===== src/rtl/core/spn16_pkg.sv =====
// ----------------------------------------------------------------------------
// spn16 package
// widths, s-box table and round helpers for the 16-bit spn cipher
// ----------------------------------------------------------------------------
package spn16_pkg;

	localparam int unsigned BLOCK_W  = 16;
	localparam int unsigned KEY_W    = 32;
	localparam int unsigned NIBBLE_W = 4;
	localparam int unsigned NIBBLES  = BLOCK_W / NIBBLE_W;
	localparam int unsigned FULL_RNDS = 3;
	localparam int unsigned RKEY_STEP = 4;

	typedef logic [BLOCK_W-1:0] block_t;
	typedef logic [KEY_W-1:0]   key_t;
	typedef logic [NIBBLE_W-1:0] nibble_t;

	// 4-bit substitution table
	localparam nibble_t SBOX [16] = '{
		4'h7, 4'hC, 4'h4, 4'hA, 4'hB, 4'h6, 4'hD, 4'h0,
		4'h2, 4'h5, 4'hF, 4'h9, 4'h8, 4'h3, 4'h1, 4'hE
	};

	// round key r is key bits 4r+15 down to 4r
	function automatic block_t round_key(input key_t key, input int unsigned r);
		round_key = key[RKEY_STEP*r +: BLOCK_W];
	endfunction

	// s-box on every nibble
	function automatic block_t substitute(input block_t v);
		block_t o;
		o = '0;
		for (int i = 0; i < NIBBLES; i++) begin
			o[NIBBLE_W*i +: NIBBLE_W] = SBOX[v[NIBBLE_W*i +: NIBBLE_W]];
		end
		substitute = o;
	endfunction

	// bit j of nibble i moves to bit i of nibble j
	function automatic block_t transpose(input block_t v);
		block_t o;
		o = '0;
		for (int i = 0; i < NIBBLES; i++) begin
			for (int j = 0; j < NIBBLE_W; j++) begin
				o[NIBBLE_W*j + i] = v[NIBBLE_W*i + j];
			end
		end
		transpose = o;
	endfunction

endpackage


===== src/rtl/core/spn16_enc_logic.sv =====
// ----------------------------------------------------------------------------
// spn16 encryption logic
// four substitution rounds and the final key whitening, combinational
// ----------------------------------------------------------------------------
module spn16_enc_logic (
	input  spn16_pkg::key_t   key,
	input  spn16_pkg::block_t din,
	output spn16_pkg::block_t dout
);
	import spn16_pkg::*;

	block_t state;

	// three full rounds, then key xor and s-box, then whitening
	always_comb begin
		state = din;
		for (int unsigned r = 0; r < FULL_RNDS; r++) begin
			state = transpose(substitute(state ^ round_key(key, r)));
		end
		state = substitute(state ^ round_key(key, FULL_RNDS));
		dout  = state ^ round_key(key, FULL_RNDS + 1);
	end

endmodule


===== src/rtl/core/spn16_block_encrypt_core.sv =====
// ----------------------------------------------------------------------------
// spn16 block encrypt core
// 16-bit substitution-permutation block cipher under a 32-bit key register
// ----------------------------------------------------------------------------
// usage:
//   a request is taken on a rising edge with start high and busy low;
//   plain_block is captured with it into the input register; done then pulses
//   for one cycle from the result register with cipher_block valid alongside it.
//   the path runs: input register, cipher rounds, result register.
//   throughput is one block per cycle while busy is low; the whole cipher
//   sits between the input and result registers, so back-to-back requests flow.
//   the key is written through cfg_valid / cfg_ready / cfg_data; cfg_ready
//   is always high. write the key only while no request is in flight.
//   reset clears the key to zero and drops all pending requests; busy is
//   high for the first cycle after reset and low from then on.
//   the receiver cannot stall: done is a one-cycle strobe and must be taken.
// ----------------------------------------------------------------------------
module spn16_block_encrypt_core (
	input  logic              clk,
	input  logic              arst_n,
	input  logic              start,
	output logic              busy,
	input  spn16_pkg::block_t plain_block,
	output logic              done,
	output spn16_pkg::block_t cipher_block,
	input  logic              cfg_valid,
	output logic              cfg_ready,
	input  spn16_pkg::key_t   cfg_data
);
	import spn16_pkg::*;

	logic   init_q;
	key_t   key_q;
	logic   valid_s1;
	block_t block_s1;
	block_t enc_out;
	logic   done_q;
	block_t cipher_q;
	logic   req_acc;

	assign busy      = !init_q;
	assign cfg_ready = 1'b1;
	assign req_acc   = start && !busy;

	// out-of-reset marker
	always_ff @(posedge clk or negedge arst_n) begin
		if (!arst_n) begin
			init_q <= 1'b0;
		end else begin
			init_q <= 1'b1;
		end
	end

	// key register
	always_ff @(posedge clk or negedge arst_n) begin
		if (!arst_n) begin
			key_q <= '0;
		end else if (cfg_valid && cfg_ready) begin
			key_q <= cfg_data;
		end
	end

	// input register control
	always_ff @(posedge clk or negedge arst_n) begin
		if (!arst_n) begin
			valid_s1 <= 1'b0;
		end else begin
			valid_s1 <= req_acc;
		end
	end

	// input register payload
	always_ff @(posedge clk) begin
		if (req_acc) begin
			block_s1 <= plain_block;
		end
	end

	spn16_enc_logic u_enc (
		.key  (key_q),
		.din  (block_s1),
		.dout (enc_out)
	);

	// result strobe
	always_ff @(posedge clk or negedge arst_n) begin
		if (!arst_n) begin
			done_q <= 1'b0;
		end else begin
			done_q <= valid_s1;
		end
	end

	// result payload
	always_ff @(posedge clk) begin
		if (valid_s1) begin
			cipher_q <= enc_out;
		end
	end

	assign done         = done_q;
	assign cipher_block = cipher_q;

endmodule


===== config.mk =====
export PLATFORM = sky130hd
export DESIGN_NAME = spn16_block_encrypt_core
export DESIGN_NICKNAME = d
export VERILOG_FILES = /design/src/rtl/core/spn16_pkg.sv /design/src/rtl/core/spn16_enc_logic.sv /design/src/rtl/core/spn16_block_encrypt_core.sv
export SDC_FILE = /design/constraint.sdc
export NUM_CORES = 1
export LEC_CHECK = 0
export ABC_AREA = 1
export BUFFER_PORTS_ARGS = -buffer_cell sky130_fd_sc_hd__buf_2
export CAP_MARGIN = 20
export CORE_MARGIN = 3
export CORE_UTILIZATION = 40
export DETAILED_ROUTE_END_ITERATION = 10
export PLACE_DENSITY = 0.55
export SLEW_MARGIN = 10
export SYNTH_ARGS = -nofsm -noshare
export SYNTH_HDL_FRONTEND = slang
export SYNTH_HIERARCHICAL = 1
export SYNTH_SLANG_ARGS = --single-unit

===== constraint.sdc =====
create_clock -name clk -period 10.1 [get_ports clk]
set_clock_uncertainty 0.1 [all_clocks]
set_input_delay 1.515 -clock clk [delete_from_list [all_inputs] [get_ports clk]]
set_output_delay 1.515 -clock clk [all_outputs]
set_load 0.02 [all_outputs]

==> qor.csv <==
metric,value,unit
status,"complete, no violations",
proportion of synthesized chip area in sequential cells,25.7,%
total global routing overflow,0,
first-pass GRT wire length,32800,um
Area growth syn-to-layout,11.2,%
max-cap viol count,0,
Via density,4.98,
Site Rows,48,
root buf cell,clkbuf_16,
static leakage,0.00452,uW
TritonCTS clock tree,done,
Worst Hold Class,flop to flop,
postcts setup bufs,0,
DR vias,7214,
Pwr Total,2020,uW
max-slew violation count,0,
ys async rst share,52.2,%
WL final,19800,um
PwrDens,254,nW/um^2
Tcrit/Tclk final,43.8,%
CTS Sinks,67,
Tmin final,4.42,ns
#FFs+latches synth,67,
CP Launch Type,flop,
Post-synth EDFFs,32,
CTS Buffer Depth,2,
# DRC,0,
Post-layout nets,1321,
vias in the first global route,6566,
Final Wtd Congestion,0.943,
crit end category,flop,
most frequent cells after synthesis,"nand2_1 (560), nand3_1 (242), inv_1 (93)",
first-pass detailed-route iteration total,5,
Die Wd,140,um
"count leader, synth",nand2_1,
I/O Pins,71,
Worst-Skew Late Latency,0.34,ns
Synth Cell Area,7140,um^2
largest net degree at the start of global routing,36,
area of the core,17400,um^2
R2R Setup Slk,5.68,ns
Fmax,226,MHz
layout cell share with drive strength beyond 1,14.8,%
hold_buf cts,0,
antenna violations before repair,0,
setup violators final,0,
H-tree levels,3,
Post-DP HPWL,15600,um
Syn Area/Cell,6.23,um^2
ANT cells,0,
RSZ-0062 raised after global routing,false,
Synth top area share,29.4,%
Initial Util,41.0,%
Die Y-Extent,140,um
dominant cell type by area after synthesis,nand2_1,
gate count of the mapped netlist,1147,
hold violation count in the final report,0,
total track usage,20.9,%
Avg WL per Cell,13.7,um
worst-path fanout max,9,
post-route ant nets,0,
Area contributors post-synth,"nand2_1 (29%), nand3_1 (17%), edfxtp_1 (13%)",
Worst-path clk slew,0.06,ns
1st-iter DRT viols,349,
count of cell types in the netlist,33,
relative slew slack,35.2,%
WP data required,10.10,ns
Syn. warnings,6,
DIE AREA,19500,um^2
Most used DFF post-synth,dfrtp_1,
crit path DAT,4.42,ns
Final TNS setup,0,ns
TritonCTS buffer count,9,
I/O Buffers,69,
maximum vdd drop,0.102,mV
critical path type,flop to flop,
worst slew pin tran,0.971,ns
# resized after CTS,0,
## cell usage in the layout (no fill, tap or decap), types with 2 or more instances in the layout
master / netlist / final
conb_1: 1 / 2
edfxtp_1: 32 / 32
dfrtp_1: 35 / 35
nor2_1: 3 / 3
nand2_4: 5 / 5
a21oi_1: 3 / 3
ha_1: 51 / 51
o21ai_0: 5 / 5
clkinv_1: 1 / 2
clkinvlp_4: 0 / 2
buf_2: 0 / 69
nor2_2: 2 / 2
xor2_4: 2 / 2
xnor2_2: 2 / 2
inv_2: 15 / 15
inv_1: 93 / 93
nand2_1: 560 / 560
nand3b_1: 4 / 4
nand2_2: 54 / 54
clkbuf_1: 0 / 2
o211ai_1: 6 / 6
nand3_2: 11 / 11
nand3_1: 242 / 242
o21ai_2: 2 / 2
clkbuf_16: 0 / 9
## routing by layer
| metal | vias to the layer above | GRT usage (%) | part of all wire, % | wire length, um |
|---|---|---|---|---|
| met4 | 0 | 6.53 | 1.9 | 370 |
| met2 | 148 | 34.0 | 45 | 8900 |
| met1 | 3217 | 28.9 | 49 | 9790 |
| li1 | 3824 | - | - | - |
| met3 | 25 | 2.71 | 3.9 | 775 |
| met5 | - | 0 | 0 | 0 |
## critical path, cell delays in order (launching register included)
cell and delay (ns):
dfrtp_1 0.41, xnor2_2 0.39, inv_1 0.23, nand3_1 0.12
nand3_1 0.08, nand2_1 0.18, inv_1 0.11, ha_1 0.31
inv_1 0.08, nand3_1 0.09, nand3_1 0.11, nand3_1 0.09
nand2_2 0.14, inv_1 0.08, ha_1 0.27, inv_1 0.06
o211ai_1 0.33, nand2_1 0.12, nand2_1 0.08, nand2_1 0.09
ha_1 0.31, inv_1 0.04, nand2_1 0.07, nand2_1 0.06
nand2_1 0.07, nand2_1 0.06, nand2_1 0.05, nand2_1 0.05
## through the flow
| stage | instance area [um^2] | hold WS [ns] | worst slack, ns | instances | util (%) |
|---|---|---|---|---|---|
| 2_1_floorplan | 7150 | 0.343 | 6.30 | 1148 | - |
| 3_3_place_gp | 7660 | 0.386 | 5.74 | 1432 | 44.0 |
| 3_5_place_dp | 7660 | 0.386 | 5.76 | 1432 | 44.0 |
| 4_1_cts | 7940 | 0.402 | 5.74 | 1448 | 45.6 |
| 5_1_grt | 7940 | 0.448 | 5.20 | 1448 | 45.6 |
| 6_report | 7940 | 0.396 | 5.68 | 1448 | 45.6 |
## where the power goes
| group | switching (uW) | leakage [uW] | internal (uW) |
|---|---|---|---|
| sequential | 31.4 | 0.000729 | 347 |
| combinational | 891 | 0.00366 | 433 |
| clock | 128 | 0.000133 | 190 |
| total | 1050 | 0.00452 | 970 |
## path summary, 6_finish.rpt
check                               start                to  depth (start not counted)
worst max-delay path             key_q[3]  cipher_block[10]                         27
worst min-delay path            key_q[31]         key_q[31]                          2
worst max register to register   key_q[3]  cipher_block[10]                         27
worst min register to register  key_q[31]         key_q[31]                          2
max in group asynchronous          arst_n          key_q[5]                          1
min in group asynchronous          arst_n         key_q[15]                          1
## cell type report
cell class,instances,area [um^2]
clock buffer,11,233
clock inverter,5,53.8
fill,1843,9470
inverter,111,427
multi-input combinational,960,4770
sequential,67,1840
tap,225,282
timing repair buffer,69,345
## logic make-up after synthesis
group | synth area share (%)
AOI/OAI and AO/OA | 1.80
xor gates and xnor gates | 1.45
adders and majority gates | 8.93
buffers and inverters | 7.62
DFF | 25.7
other | 0.0525
and+or+nand+nor | 54.4
## state kept, by name, indices dropped and copies added, names as in the netlist
signal,flops
cipher_block,16
done,1
valid_s1,1
key_q,32
init_q,1
block_s1,16
Note: power is estimated with default switching activity, not from simulation.
